[config.mk]
export PLATFORM = sky130hd
export DESIGN_NAME = sync_length_checksum_deframer
export DESIGN_NICKNAME = d
export VERILOG_FILES = /design/src/design/slcd_pkg.sv /design/src/design/sync_length_checksum_deframer.sv
export SDC_FILE = /design/constraint.sdc
export NUM_CORES = 1
export LEC_CHECK = 0
export ABC_AREA = 1
export BUFFER_PORTS_ARGS = -buffer_cell sky130_fd_sc_hd__buf_2
export CAP_MARGIN = 25
export CORE_MARGIN = 2
export CORE_UTILIZATION = 60
export DETAILED_ROUTE_END_ITERATION = 10
export MAX_ROUTING_LAYER = met4
export PLACE_DENSITY_LB_ADDON = 0.3
export SYNTH_ARGS = -nofsm -noshare
export SYNTH_HDL_FRONTEND = slang
export SYNTH_SLANG_ARGS = --single-unit
[constraint.sdc]
create_clock -name clk -period 7.2 [get_ports clk]
set_input_delay 1.44 -clock clk [delete_from_list [all_inputs] [get_ports clk]]
set_output_delay 1.44 -clock clk [all_outputs]
set_load 0.01 [all_outputs]
[src/design/slcd_pkg.sv]
// Package: constants, field widths and phase type for the frame deframer.
`timescale 1ns / 1ps
`default_nettype none

package slcd_pkg;

  localparam int unsigned ByteW   = 8;
  localparam int unsigned IndexW  = 17;
  localparam int unsigned LengthW = 16;
  localparam int unsigned StatusW = 2;

  // Output tdata: frame_byte, byte_index, data_length, padded to whole bytes
  localparam int unsigned OutRawW  = ByteW + IndexW + LengthW;
  localparam int unsigned OutDataW = ((OutRawW + 7) / 8) * 8;
  localparam int unsigned OutPadW  = OutDataW - OutRawW;

  localparam logic [ByteW-1:0] SyncFirst  = 8'hA5;
  localparam logic [ByteW-1:0] SyncSecond = 8'h01;
  localparam logic [ByteW-1:0] CheckXor   = 8'h01;

  // Check code sits at index L + CheckOffset; the length bytes at fixed spots
  localparam logic [IndexW-1:0] CheckOffset = 17'd7;
  localparam logic [IndexW-1:0] IdxLenLo    = 17'd3;
  localparam logic [IndexW-1:0] IdxLenHi    = 17'd4;

  typedef enum logic [StatusW-1:0] {
    ST_BUSY = 2'd0,
    ST_GOOD = 2'd1,
    ST_BAD  = 2'd2
  } status_t;

  typedef enum logic [1:0] {
    PH_HUNT = 2'd0,
    PH_SYNC = 2'd1,
    PH_BODY = 2'd2
  } phase_t;

endpackage : slcd_pkg

`default_nettype wire

[src/design/sync_length_checksum_deframer.sv]
// Top level: byte-stream deframer with sync, length and checksum tracking.
//
// Usage:
//   Received bytes enter on the in_ channel, one per beat (in_tdata[7:0]).
//   Bytes outside a frame are dropped. Each frame byte leaves on the out_
//   channel with its index in the frame and the length field as assembled
//   so far; the check code byte leaves with out_tlast high and out_tuser
//   holding the verdict (1 good, 2 checksum error). A broken header byte is
//   dropped and hunting resumes; a 0xA5 in that place restarts the header.
//   A byte accepted passes through the input register, then moves to the
//   result register, from which it is shown on out_.
//   Throughput: one byte per cycle; a new byte is taken in every cycle
//   while the result register is empty or being taken.
//   Stall: when out_tready is low, the result register holds its beat and
//   the input register holds one more byte; in_tready falls only when both
//   are full. The frame state advances only as bytes leave the input
//   register, so no beat is lost or repeated.
//   Reset (rst_n low, synchronous): both registers empty, phase back to
//   hunting, index, length and sum cleared.
`timescale 1ns / 1ps
`default_nettype none

module sync_length_checksum_deframer (
  input  wire logic                          clk,
  input  wire logic                          rst_n,
  input  wire logic                          in_tvalid,
  output logic                               in_tready,
  input  wire logic [slcd_pkg::ByteW-1:0]    in_tdata,   // [7:0] rx_byte
  output logic                               out_tvalid,
  input  wire logic                          out_tready,
  // [7:0] frame_byte, [24:8] byte_index, [40:25] data_length, rest zero
  output logic [slcd_pkg::OutDataW-1:0]      out_tdata,
  output logic                               out_tlast,
  output logic [slcd_pkg::StatusW-1:0]       out_tuser   // [1:0] status
);
  import slcd_pkg::*;

  // Input register
  logic             in_v_r;
  logic [ByteW-1:0] in_b_r;

  // Frame state
  phase_t             phase_r, phase_nxt;
  logic [IndexW-1:0]  pos_r, pos_nxt;
  logic [LengthW-1:0] len_r, len_nxt;
  logic [ByteW-1:0]   sum_r, sum_nxt;

  // Result register
  logic               out_v_r;
  logic [ByteW-1:0]   res_b_r, res_b_nxt;
  logic [IndexW-1:0]  res_idx_r, res_idx_nxt;
  logic [LengthW-1:0] res_len_r, res_len_nxt;
  logic               res_last_r, res_last_nxt;
  status_t            res_st_r, res_st_nxt;
  logic               res_v_nxt;

  logic               adv;
  logic               step;
  logic [LengthW-1:0] len_cur;
  logic [ByteW-1:0]   code;
  logic               at_check;

  // Result register can take a new beat when empty or being drained
  assign adv       = !out_v_r || out_tready;
  assign step      = in_v_r && adv;
  assign in_tready = !in_v_r || adv;

  // Length field as it stands after this byte, and expected check code
  always_comb begin
    len_cur = len_r;
    if (pos_r == IdxLenLo) begin
      len_cur = {{(LengthW-ByteW){1'b0}}, in_b_r};
    end else if (pos_r == IdxLenHi) begin
      len_cur = {in_b_r, len_r[ByteW-1:0]};
    end
  end

  assign code     = (~sum_r + 8'd1) ^ CheckXor;
  assign at_check = (pos_r > IdxLenHi) && (pos_r == ({1'b0, len_cur} + CheckOffset));

  // Next frame state and result beat for the byte in the input register
  always_comb begin
    phase_nxt    = phase_r;
    pos_nxt      = pos_r;
    len_nxt      = len_r;
    sum_nxt      = sum_r;
    res_v_nxt    = 1'b0;
    res_b_nxt    = in_b_r;
    res_idx_nxt  = pos_r;
    res_len_nxt  = len_r;
    res_last_nxt = 1'b0;
    res_st_nxt   = ST_BUSY;
    case (phase_r)
      PH_SYNC: begin
        if (in_b_r == SyncSecond) begin
          sum_nxt     = sum_r + in_b_r;
          res_v_nxt   = 1'b1;
          res_idx_nxt = 17'd1;
          pos_nxt     = 17'd2;
          phase_nxt   = PH_BODY;
        end else if (in_b_r == SyncFirst) begin
          // restart the header
          phase_nxt   = PH_SYNC;
          len_nxt     = '0;
          sum_nxt     = SyncFirst;
          pos_nxt     = 17'd1;
          res_v_nxt   = 1'b1;
          res_idx_nxt = '0;
          res_len_nxt = '0;
        end else begin
          // drop the byte and resume hunting
          phase_nxt = PH_HUNT;
          pos_nxt   = '0;
        end
      end
      PH_BODY: begin
        len_nxt     = len_cur;
        res_len_nxt = len_cur;
        res_v_nxt   = 1'b1;
        if (at_check) begin
          res_last_nxt = 1'b1;
          res_st_nxt   = (code == in_b_r) ? ST_GOOD : ST_BAD;
          phase_nxt    = PH_HUNT;
          pos_nxt      = '0;
          sum_nxt      = '0;
        end else begin
          sum_nxt = sum_r + in_b_r;
          pos_nxt = pos_r + 17'd1;
        end
      end
      default: begin
        // hunting; also covers the unused phase code
        phase_nxt = PH_HUNT;
        pos_nxt   = '0;
        if (in_b_r == SyncFirst) begin
          phase_nxt   = PH_SYNC;
          len_nxt     = '0;
          sum_nxt     = SyncFirst;
          pos_nxt     = 17'd1;
          res_v_nxt   = 1'b1;
          res_idx_nxt = '0;
          res_len_nxt = '0;
        end
      end
    endcase
  end

  // Input register: load on accept, empty when its byte moves on
  always_ff @(posedge clk) begin
    if (!rst_n) begin
      in_v_r <= 1'b0;
    end else if (in_tready) begin
      in_v_r <= in_tvalid;
    end
  end

  always_ff @(posedge clk) begin
    if (in_tready && in_tvalid) begin
      in_b_r <= in_tdata;
    end
  end

  // Frame state: advance once per processed byte
  always_ff @(posedge clk) begin
    if (!rst_n) begin
      phase_r <= PH_HUNT;
      pos_r   <= '0;
      len_r   <= '0;
      sum_r   <= '0;
    end else if (step) begin
      phase_r <= phase_nxt;
      pos_r   <= pos_nxt;
      len_r   <= len_nxt;
      sum_r   <= sum_nxt;
    end
  end

  // Result register: hold while stalled
  always_ff @(posedge clk) begin
    if (!rst_n) begin
      out_v_r <= 1'b0;
    end else if (adv) begin
      out_v_r <= step && res_v_nxt;
    end
  end

  always_ff @(posedge clk) begin
    if (step && res_v_nxt) begin
      res_b_r    <= res_b_nxt;
      res_idx_r  <= res_idx_nxt;
      res_len_r  <= res_len_nxt;
      res_last_r <= res_last_nxt;
      res_st_r   <= res_st_nxt;
    end
  end

  assign out_tvalid = out_v_r;
  assign out_tdata  = {{OutPadW{1'b0}}, res_len_r, res_idx_r, res_b_r};
  assign out_tlast  = res_last_r;
  assign out_tuser  = res_st_r;

endmodule : sync_length_checksum_deframer

`default_nettype wire

# Word level (Yosys, flattened, before mapping)
# Cells that the tools add are included.
# totals
reg_bits	97
input_bits	12
out_inout_bits	53
# classes
add_sub_neg	4
magnitude_cmp	1
n_eq_ne	9
muxes	25
n_bitwise	2
reduce_logical	10
# op_table
cell	count
$pmux 17 s2	2
$mux 16	4
$mux 17	3
$pmux 16 s2	1
$mux 8	3
$add 16x3->17 const B	1
$add 17x1->17 const B	1
$eq 17x17->1	1
$eq 17x2->1 const B	1
$eq 17x3->1 const B	1
$gt 17x3->1 const B	1
$pmux 8 s2	1
$add 8x1->8 const B	1
$add 8x8->8	1
$eq 8x1->1 const B	1
$eq 8x8->1	1
$eq 8x8->1 const B	1
$mux 2	4
$not 8->8	1
$mux 1	5
$logic_and 1x1->1	4
$pmux 2 s2	1
$reduce_and 2->1	2
$eq 2x1->1 const B	1
other kinds (6)	8

# Depth between registers and ports, before layout
# Gate-level depths: netlist of the first run.
# depth
depth_word	8
mapped_depth	25
ltp_nobuf	25

# Worst setup path after synthesis of the first run
# No wires, ideal clock.
# synth_timing
kind	input to register
start	in out_tready
end	reg res_last_r, in the netlist out_tlast, enable pin
setup_time_ns	0.474
arrival_ns	4.113
required_ns	6.726
slack_ns	2.613
cell_stages	5
n_path_buf	1
path_cell_list	inv_1 -> nand2_1 -> nand2_1 -> clkbuf_1 -> a31oi_1
# synth_via
elab_chain_cells	3
# synth_rtl
item	line_no	rtl
from (decl)	sync_length_checksum_deframer.sv:30	input wire logic out_tready,
$logic_or 1x1->1	sync_length_checksum_deframer.sv:64	assign adv = !out_v_r || out_tready;
$logic_and 1x1->1	sync_length_checksum_deframer.sv:65	assign step = in_v_r && adv;
$logic_and 1x1->1	sync_length_checksum_deframer.sv:188	if (step && res_v_nxt) begin
to (signal assigned)	sync_length_checksum_deframer.sv:192	res_last_r <= res_last_nxt;
to (decl)	sync_length_checksum_deframer.sv:53	logic res_last_r, res_last_nxt;
# Every way passes these cells.
# A chain may end at the register's enable or synchronous reset.

# Worst setup path in the final report of the first run
# layout_timing
start	reg pos_r[1]
end	reg phase_r[1]
# layout_via
elab_chain_cells	8
word_cells_on_any_way	10
# layout_rtl
item	line_no	rtl
from (decl)	sync_length_checksum_deframer.sv:44	logic [IndexW-1:0] pos_r, pos_nxt;
from (signal assigned)	sync_length_checksum_deframer.sv:172	pos_r <= pos_nxt;
$eq 17x3->1	sync_length_checksum_deframer.sv:73	end else if (pos_r == IdxLenHi) begin
$mux 16	sync_length_checksum_deframer.sv:73	
$mux 16	sync_length_checksum_deframer.sv:71	if (pos_r == IdxLenLo) begin
$add 16x3->17	sync_length_checksum_deframer.sv:79	assign at_check = (pos_r > IdxLenHi) && (pos_r == ({1'b0, len_cur} + CheckOffset));
$eq 17x17->1	sync_length_checksum_deframer.sv:79	
$logic_and 1x1->1 *	sync_length_checksum_deframer.sv:79	
$ne 2x2->1 (no line) *	--	
$reduce_and 2->1 (no line) *	--	
to (signal assigned)	sync_length_checksum_deframer.sv:171	phase_r <= phase_nxt;
to (decl)	sync_length_checksum_deframer.sv:43	phase_t phase_r, phase_nxt;
# Every way passes the cells marked *; elsewhere a longest branch is shown, timed or not.

==> key figures, run 1 <==
Critical path
  – Crit-path most repeated cell: sky130_fd_sc_hd__nand2_1
  – Slowest library cell on the worst path: sky130_fd_sc_hd__dfxtp_1
  – WP data required: 7.50 ns
  – Largest stage delay on the critical path: 0.40 ns
  – Category of the worst setup path capture point: flop
  – Worst path arrival time: 3.97 ns
  – Reg-to-reg critical path startpoint: pos_r[1]
  – Critical Path Source: pos_r[1]
  – Crit Path Class: reg2reg
  – Cell-by-cell listing of the critical path: ha_1, inv_1, nor2_1, nand2_1, nor2_4, nand2_4, nand2_1, nand2_1, ha_1, xor2_1, nand3_1, nor3_1, o21ai_0, nor2_1, nand3b_1, nor2_2, nand3_4, nand2_4, nand2_2, clkinv_1, nand2_1, a21oi_1
  – Element type at the critical path start: flop
  – Max Fanout on Critical Path: 23

Synthesis
  – Syn Std Cell Area: 5930 µm²
  – Main flop type after synthesis: sky130_fd_sc_hd__edfxtp_1
  – Post-synthesis register bit count: 97
  – Simple-gate share of the synthesized area: 0.278
  – Adder-Cell Fraction of Synth Area: 0.0308
  – Share of flip-flops with an asynchronous set or reset: 0
  – Post-synthesis cell count: 786
  – Largest family of logic cells by synthesized area: simple AND/OR/NAND/NOR gates
  – EDFF count, synth: 52
  – Post-synthesis mux area share: 0
  – Synthesized-area fraction occupied by ao, oa, aoi and oai cells: 0.116
  – Fraction of the yosys area taken by sequential cells: 0.415
  – Most area-consuming cells after synthesis: sky130_fd_sc_hd__edfxtp_1, sky130_fd_sc_hd__dfxtp_1, sky130_fd_sc_hd__nand2_1
  – Top cell type by total area after synthesis: sky130_fd_sc_hd__edfxtp_1
  – Share of the synthesized area in the top cell type: 0.263
  – Synthesized area divided by synthesized cell count: 7.54 µm²
  – Area share of xor/xnor cells in the synthesized design: 0.0488
  – Total number of yosys warnings: 0
  – Post-synth cell types: 44

Pwr
  – Max rail drop VDD: 132 µV
  – Total leakage power: 2.87 nW
  – Power Total: 1.04 mW
  – Power density of the placed cells: 162 nW/µm²

Place
  – Cell area after placement: 6270 µm²
  – HPWL reported at the end of detailed placement: 11,100 µm
  – Number of buffers inserted by port buffering: 57
  – Final weighted congestion in routability-driven placement: 0.996

STA
  – Final Max Tran Viols: 0
  – RSZ-0062 raised after global routing: false
  – Hold Violations, Final: 0
  – Sum of negative setup slack: 0 ns
  – Worst Skew: 0.00738 ns
  – Setup Viol. Count Final: 0
  – Part of the cycle the worst path needs: 0.510
  – Worst hold margin: 0.516 ns
  – Min Tclk post-route: 3.67 ns
  – Transition time of the tightest slew-check pin: 0.764 ns
  – Max-slew headroom at the worst pin: 0.490
  – Peak clock frequency supported by timing: 0.272 GHz

Route
  – Via count: 5,415
  – Number of detailed-routing iterations run before antenna repair: 8
  – Vias per inst: 5.56
  – Wire length per cell: 15.3 µm
  – Initial DRC count: 391
  – Final wirelength: 14,900 µm
  – Antenna-violating nets left: 0
  – Residual DRC: 0

Layout
  – Total of fill cells in the finished design: 848
  – N_diodes: 0
  – Post-route core utilization: 0.664
  – Area of combinational cells with multiple inputs: 2850 µm²
  – Combined flip-flop and latch cell area: 2460 µm²
  – NumNets Final: 862
  – Layout cell share with drive strength beyond 1: 0.131
  – Final design instance area without fill: 6430 µm²
  – Layout overhead on the synthesized area: 8.51%

Die
  – DIE WIDTH: 103 µm
  – Number of standard-cell rows in the floorplan: 36
  – Initial core utilization: 0.612
  – Ports placed on the boundary: 65
  – Core footprint: 9680 µm²
  – Die Area: 10,700 µm²
  – Height of the die: 103 µm

Min path
  – Kind of path behind the tightest hold check: reg2reg
  – Hold Startpoint: phase_r[1]

Clocking
  – H-tree depth reported by CTS: 3
  – Clock Path Buffers: 2
  – Hold buffer count at cts: 0
  – Resize count post-CTS: 0
  – Clock net sink count: 97
  – Later-pin clock latency in the skew report: 0.38 ns
  – # Post-CTS Setup Buffers: 0
  – CTS tree: built
  – Clock Root Buffer: sky130_fd_sc_hd__clkbuf_8
  – Clock buffers created by TritonCTS: 9
  – Clock slew at reported path FFs: 0.09 ns

GRT
  – Via count of the first global-routing pass: 5,207
  – Antenna violations before repair: 0
  – Largest net degree at the start of global routing: 59
  – First-pass GRT wire length: 24,400 µm
  – Final global-route overflow total: 0
  – GR Util All Layers: 0.305

Outcome
  – Run status: finished, final reports clean

Run
  – Count of max-cap constraint violations: 0
==> synthesized netlist by cell type (3+ instances only) <==
cell type                  instances
sky130_fd_sc_hd__a211oi_1          3
sky130_fd_sc_hd__a21oi_1          49
sky130_fd_sc_hd__a21oi_2           3
sky130_fd_sc_hd__a221oi_1          3
sky130_fd_sc_hd__buf_4             9
sky130_fd_sc_hd__buf_6             4
sky130_fd_sc_hd__clkbuf_1         15
sky130_fd_sc_hd__dfxtp_1          45
sky130_fd_sc_hd__edfxtp_1         52
sky130_fd_sc_hd__ha_1             13
sky130_fd_sc_hd__inv_1           122
sky130_fd_sc_hd__nand2_1         156
sky130_fd_sc_hd__nand2_2           8
sky130_fd_sc_hd__nand3_1          68
sky130_fd_sc_hd__nand3_2           3
sky130_fd_sc_hd__nand4_1           7
sky130_fd_sc_hd__nor2_1           87
sky130_fd_sc_hd__nor2_2            7
sky130_fd_sc_hd__nor2_4            5
sky130_fd_sc_hd__nor3_1           12
sky130_fd_sc_hd__o211ai_1          3
sky130_fd_sc_hd__o21ai_0          51
sky130_fd_sc_hd__o21ai_1           3
sky130_fd_sc_hd__xnor2_1           6
sky130_fd_sc_hd__xor2_1           27
==> worst max-delay path, delay by kind of cell (launching register included) <==
family / cells / cell delay, ns
AO/OA/AOI/OAI: 2 / 0.26
XOR/XNOR: 1 / 0.16
flip-flops: 1 / 0.40
buffers and inverters: 2 / 0.13
AND/OR/NAND/NOR: 15 / 2.09
adder cells (fa/ha/maj): 2 / 0.54
==> cell usage in the layout, fill, tap and decap left out, drive strengths merged <==
master and instances:
o22ai 1, nand4 7, a31oi 2, clkinv 6, nor2 101, a21oi 52
o21bai 2, nor3 12, fa 1, xor2 27, o221ai 1, nand3b 1
a221oi 3, xnor2 6, nand2 166, o21ba 1, inv 125, o21ai 54
dfxtp 45, nand3 72, buf 62, edfxtp 52, and2 1, a32o 1
conb 7, or2 1, ha 13, clkbuf 10, nor4 2, o211ai 4
a211oi 3
==> cell families after synthesis <==
| logic type | Yosys count |
|---|---|
| flops | 97 |
| compound gates | 124 |
| xor+xnor | 33 |
| buf+inv | 154 |
| simple gates | 363 |
| fa+ha+maj | 14 |
| other cells | 1 |
==> worst paths after layout <==
check	slack, ns	cells after the start	end
worst max register to register	3.53	22	phase_r[1]
worst min register to register	0.52	2	phase_r[1]
worst max-delay path	3.53	22	phase_r[1]
worst min-delay path	0.52	2	phase_r[1]
==> power breakdown <==
group          switching, mW  internal, mW
registers             0.0152         0.592
clock network          0.189         0.124
logic                 0.0828        0.0408
total                  0.287         0.756
==> area by class of cell <==
| cell class | instances | share of cell area |
|---|---|---|
| inverters | 125 | 0.0729 |
| multi-input cells | 541 | 0.443 |
| clock buffers | 10 | 0.0198 |
| well taps | 133 | 0.0259 |
| clock inverters | 6 | 0.00525 |
| flip-flops and latches | 97 | 0.383 |
| repair buffers | 62 | 0.0502 |
==> state kept, by name (all words and copies together) (netlist names) <==
register    flops
res_b_r         8
in_b_r          8
sum_r           8
out_tuser       2
phase_r         2
res_idx_r      17
in_v_r          1
pos_r          17
out_tvalid      1
len_r          16
res_len_r      16
out_tlast       1
==> layer usage <==
metal	share of wire	track usage	vias to the layer above
met1	0.40	0.344	2527
met5	0	-	-
met2	0.51	0.523	220
met3	0.060	0.0571	42
li1	-	-	2626
met4	0.034	0.141	0
==> metrics by stage <==
| step | instances | setup slack (ns) |
|---|---|---|
| finish | 974 | 3.53 |
| global route | 974 | 3.14 |
| CTS | 974 | 3.57 |
| detailed placement | 958 | 3.67 |
| global placement | 958 | 3.79 |
| floorplan | 792 | 2.61 |
Power figures use the tool's default switching activity.
==> inputs of run 2 (changes only) <==
Settings changed: ABC_AREA 1 to 0, CORE_UTILIZATION 60 to 54.
Clock period 7.2 ns to 3.2 ns, I/O delays scaled along.
==> key figures, run 2 <==
Outcome
  – Failing checks: setup timing
  – Run status: complete, but fails checks (was finished, final reports clean)

Synthesis
  – Main flop type after synthesis: sky130_fd_sc_hd__edfxtp_1 (unchanged)
  – Most area-consuming cells after synthesis: sky130_fd_sc_hd__edfxtp_1, sky130_fd_sc_hd__dfxtp_1, sky130_fd_sc_hd__nand2_1 (unchanged)
  – EDFF count, synth: 52 (unchanged)
  – Share of flip-flops with an asynchronous set or reset: 0 (unchanged)
  – Most numerous cell in the Yosys netlist: sky130_fd_sc_hd__nand2_1 (unchanged)
  – Post-synthesis cell count: 648 (was 786)
  – Share of the synthesized area in the top cell type: 0.258 (was 0.263)
  – Syn Std Cell Area: 6050 µm² (was 5930 µm²)
  – Fraction of the yosys area taken by sequential cells: 0.407 (was 0.415)
  – Synthesized area divided by synthesized cell count: 9.34 µm² (was 7.54 µm²)
  – Top cell type by total area after synthesis: sky130_fd_sc_hd__edfxtp_1 (unchanged)
  – Ranking of synthesized cells by instance count: sky130_fd_sc_hd__nand2_1, sky130_fd_sc_hd__edfxtp_1, sky130_fd_sc_hd__nor2_1 (was sky130_fd_sc_hd__nand2_1, sky130_fd_sc_hd__inv_1, sky130_fd_sc_hd__nor2_1)
  – Post-synth cell types: 77 (was 44)
  – Post-synthesis register bit count: 97 (unchanged)
  – Total number of yosys warnings: 0 (unchanged)

STA
  – Final Max Tran Viols: 0 (unchanged)
  – Sum of negative setup slack: -13.13 ns (was 0 ns)
  – Min Tclk post-route: 3.73 ns (was 3.67 ns)
  – Part of the cycle the worst path needs: 1.16 (was 0.510)
  – Worst Skew: 0.0122 ns (was 0.00738 ns)
  – Hold Violations, Final: 0 (unchanged)
  – RSZ-0062 raised after global routing: true (was false)
  – Transition time of the tightest slew-check pin: 0.601 ns (was 0.764 ns)
  – Final worst setup slack: -0.526 ns (was 3.53 ns)
  – Setup Viol. Count Final: 30 (was 0)
  – Peak clock frequency supported by timing: 0.268 GHz (was 0.272 GHz)
  – Max-slew headroom at the worst pin: 0.589 (was 0.490)

Layout
  – Largest registers ranked by flip-flop count: pos_r: 17 flops, res_idx_r: 17 flops (unchanged)
  – Most common cell after layout, fill and taps aside: sky130_fd_sc_hd__buf_4 (was sky130_fd_sc_hd__nand2_1)
  – Layout cell share with drive strength beyond 1: 0.327 (was 0.131)
  – Commonest non-fill, non-tap cells in the layout: sky130_fd_sc_hd__buf_4, sky130_fd_sc_hd__buf_2, sky130_fd_sc_hd__nand2_1 (was sky130_fd_sc_hd__nand2_1, sky130_fd_sc_hd__inv_1, sky130_fd_sc_hd__nor2_1)
  – NumNets Final: 798 (was 862)
  – Layout overhead on the synthesized area: 26.4% (was 8.51%)
  – Post-route core utilization: 0.703 (was 0.664)
  – N_diodes: 0 (unchanged)
  – Count of placed standard cells in the final layout, fillers left out: 917 (was 974)

Place
  – Final weighted congestion in routability-driven placement: 0.961 (was 0.996)
  – Number of buffers inserted by port buffering: 57 (unchanged)
  – HPWL reported at the end of detailed placement: 13,500 µm (was 11,100 µm)
  – Cell count after placement: 892 (was 958)

Critical path
  – WP data required: 3.47 ns (was 7.50 ns)
  – Category of the worst setup path capture point: flop (unchanged)
  – Element type at the critical path start: flop (unchanged)
  – Max Fanout on Critical Path: 5 (was 23)
  – Crit-path most repeated cell: sky130_fd_sc_hd__and3_4 (was sky130_fd_sc_hd__nand2_1)
  – Slowest library cell on the worst path: sky130_fd_sc_hd__dfxtp_4 (was sky130_fd_sc_hd__dfxtp_1)
  – Crit Path Class: reg2reg (unchanged)
  – Worst path arrival time: 4.00 ns (was 3.97 ns)
  – Largest stage delay on the critical path: 0.39 ns (was 0.40 ns)
  – Cell-by-cell listing of the critical path: ha_4, nor4b_4, and4_4, mux2i_2, ha_2, nand2b_1, and3_4, mux2i_4, and3_4, o22ai_2, nor4_2, o2111ai_2, buf_4, and3_4, o311ai_4, o31ai_1 (was ha_1, inv_1, nor2_1, nand2_1, nor2_4, nand2_4, nand2_1, nand2_1, ha_1, xor2_1, nand3_1, nor3_1, o21ai_0, nor2_1, nand3b_1, nor2_2, nand3_4, nand2_4, nand2_2, clkinv_1, nand2_1, a21oi_1)

Clocking
  – Clock net sink count: 97 (unchanged)
  – Clock Path Buffers: 2 (unchanged)
  – Clock buffers created by TritonCTS: 9 (unchanged)
  – Hold buffer count at cts: 0 (unchanged)
  – Later-pin clock latency in the skew report: 0.39 ns (was 0.38 ns)
  – H-tree depth reported by CTS: 3 (unchanged)
  – CTS tree: built (unchanged)
  – Clock slew at reported path FFs: 0.10 ns (was 0.09 ns)
  – Clock Root Buffer: sky130_fd_sc_hd__clkbuf_8 (unchanged)

Route
  – Initial DRC count: 526 (was 391)
  – Final wirelength: 18,400 µm (was 14,900 µm)
  – Number of detailed-routing iterations run before antenna repair: 5 (was 8)
  – Residual DRC: 0 (unchanged)
  – Via count: 5,723 (was 5,415)
  – Antenna-violating nets left: 0 (unchanged)
  – Vias per inst: 6.24 (was 5.56)
  – Wire length per cell: 20.1 µm (was 15.3 µm)

GRT
  – Via count of the first global-routing pass: 5,640 (was 5,207)
  – GR Util All Layers: 0.328 (was 0.305)
  – First-pass GRT wire length: 28,800 µm (was 24,400 µm)
  – Antenna violations before repair: 0 (unchanged)
  – Largest net degree at the start of global routing: 48 (was 59)
  – Final global-route overflow total: 0 (unchanged)

Pwr
  – Power density of the placed cells: 299 nW/µm² (was 162 nW/µm²)
  – Total leakage power: 2.98 nW (was 2.87 nW)
  – Power Total: 2.29 mW (was 1.04 mW)
  – Max rail drop VDD: 263 µV (was 132 µV)

Die
  – DIE WIDTH: 110 µm (was 103 µm)
  – Number of standard-cell rows in the floorplan: 38 (was 36)
  – Height of the die: 110 µm (was 103 µm)
  – Die Area: 12,100 µm² (was 10,700 µm²)
  – Initial core utilization: 0.556 (was 0.612)
  – Core footprint: 10,900 µm² (was 9680 µm²)
  – Ports placed on the boundary: 65 (unchanged)

Run
  – Count of max-cap constraint violations: 0 (unchanged)

Min path
  – Kind of path behind the tightest hold check: in2reg (was reg2reg)
## run 2: cell count changes after synthesis, sizes merged, moves of 23 or more
cell   change
nand2    -110
inv      -104
nand3     -61
nor2      -55
a21oi     -28
and3      +24
xor2      -23
## run 2: final timing paths
| path | slack, ns | start | end | depth (start not counted) |
|---|---|---|---|---|
| worst max-delay path | -0.53 | pos_r[1] | pos_r[15] | 16 |
| worst min-delay path | 0.41 | in_tdata[5] | in_b_r[5] | 1 |
| worst max register to register | -0.53 | pos_r[1] | pos_r[15] | 16 |
| worst min register to register | 0.53 | len_r[14] | len_r[14] | 2 |
## run 2: layer usage
layer	vias to the layer above	routed length (µm)	GRT usage	share of wire
met4	0	659	0.174	0.036
li1	2636	-	-	-
met1	2781	7350	0.391	0.40
met3	58	1430	0.0723	0.077
met5	-	0	-	0
met2	248	8990	0.518	0.49
## run 2: timing repair
item	CTS	global route
setup buffers	5	5
gates cloned	2	0
endpoints found under the setup margin	30	30
pin swaps	24	20
hold endpoints to repair	0	0
gates resized for setup	33	27
## run 2: per-stage QoR
step / worst slack [ns] / instance area (µm²) / hold slack, ns
4_1_cts: -0.497 / 7520 / 0.400
3_5_place_dp: -0.616 / 7150 / 0.504
2_1_floorplan: -0.506 / 6210 / 0.448
3_3_place_gp: -0.487 / 7150 / 0.491
6_report: -0.526 / 7650 / 0.413
5_1_grt: -0.746 / 7650 / 0.406
## run 2: cells by family after synthesis
kind of cell / after synthesis / synth area share
flops: 97 / 0.407
fa+ha+maj: 14 / 0.0302
buf+inv: 70 / 0.0558
other cells: 1 / 0.000619
xor+xnor: 27 / 0.0391
simple gates: 250 / 0.224
mux: 24 / 0.0420
compound gates: 165 / 0.202
## run 2: area by class of cell
cell class / instances / area [µm²]
clock buffer: 11 / 131
clock inverter: 5 / 38.8
fill: 821 / 3240
inverter: 20 / 75.1
multi-input combinational: 487 / 3610
sequential: 97 / 2470
tap: 140 / 175
timing repair buffer: 157 / 1150
## run 2: critical path: cells and delay by family (launching register included)
family          cells  cell delay [ns]
compound gates      4             0.65
simple gates        7             1.51
buf+inv             1             0.20
mux                 2             0.45
fa+ha+maj           2             0.40
flops               1             0.39
## run 2: power by group
part	switching (mW)	total [mW]	leakage, nW	internal (mW)
Sequential	0.0164	1.33	0.911	1.32
Combinational	0.117	0.198	1.98	0.0809
Clock	0.468	0.757	0.0843	0.289
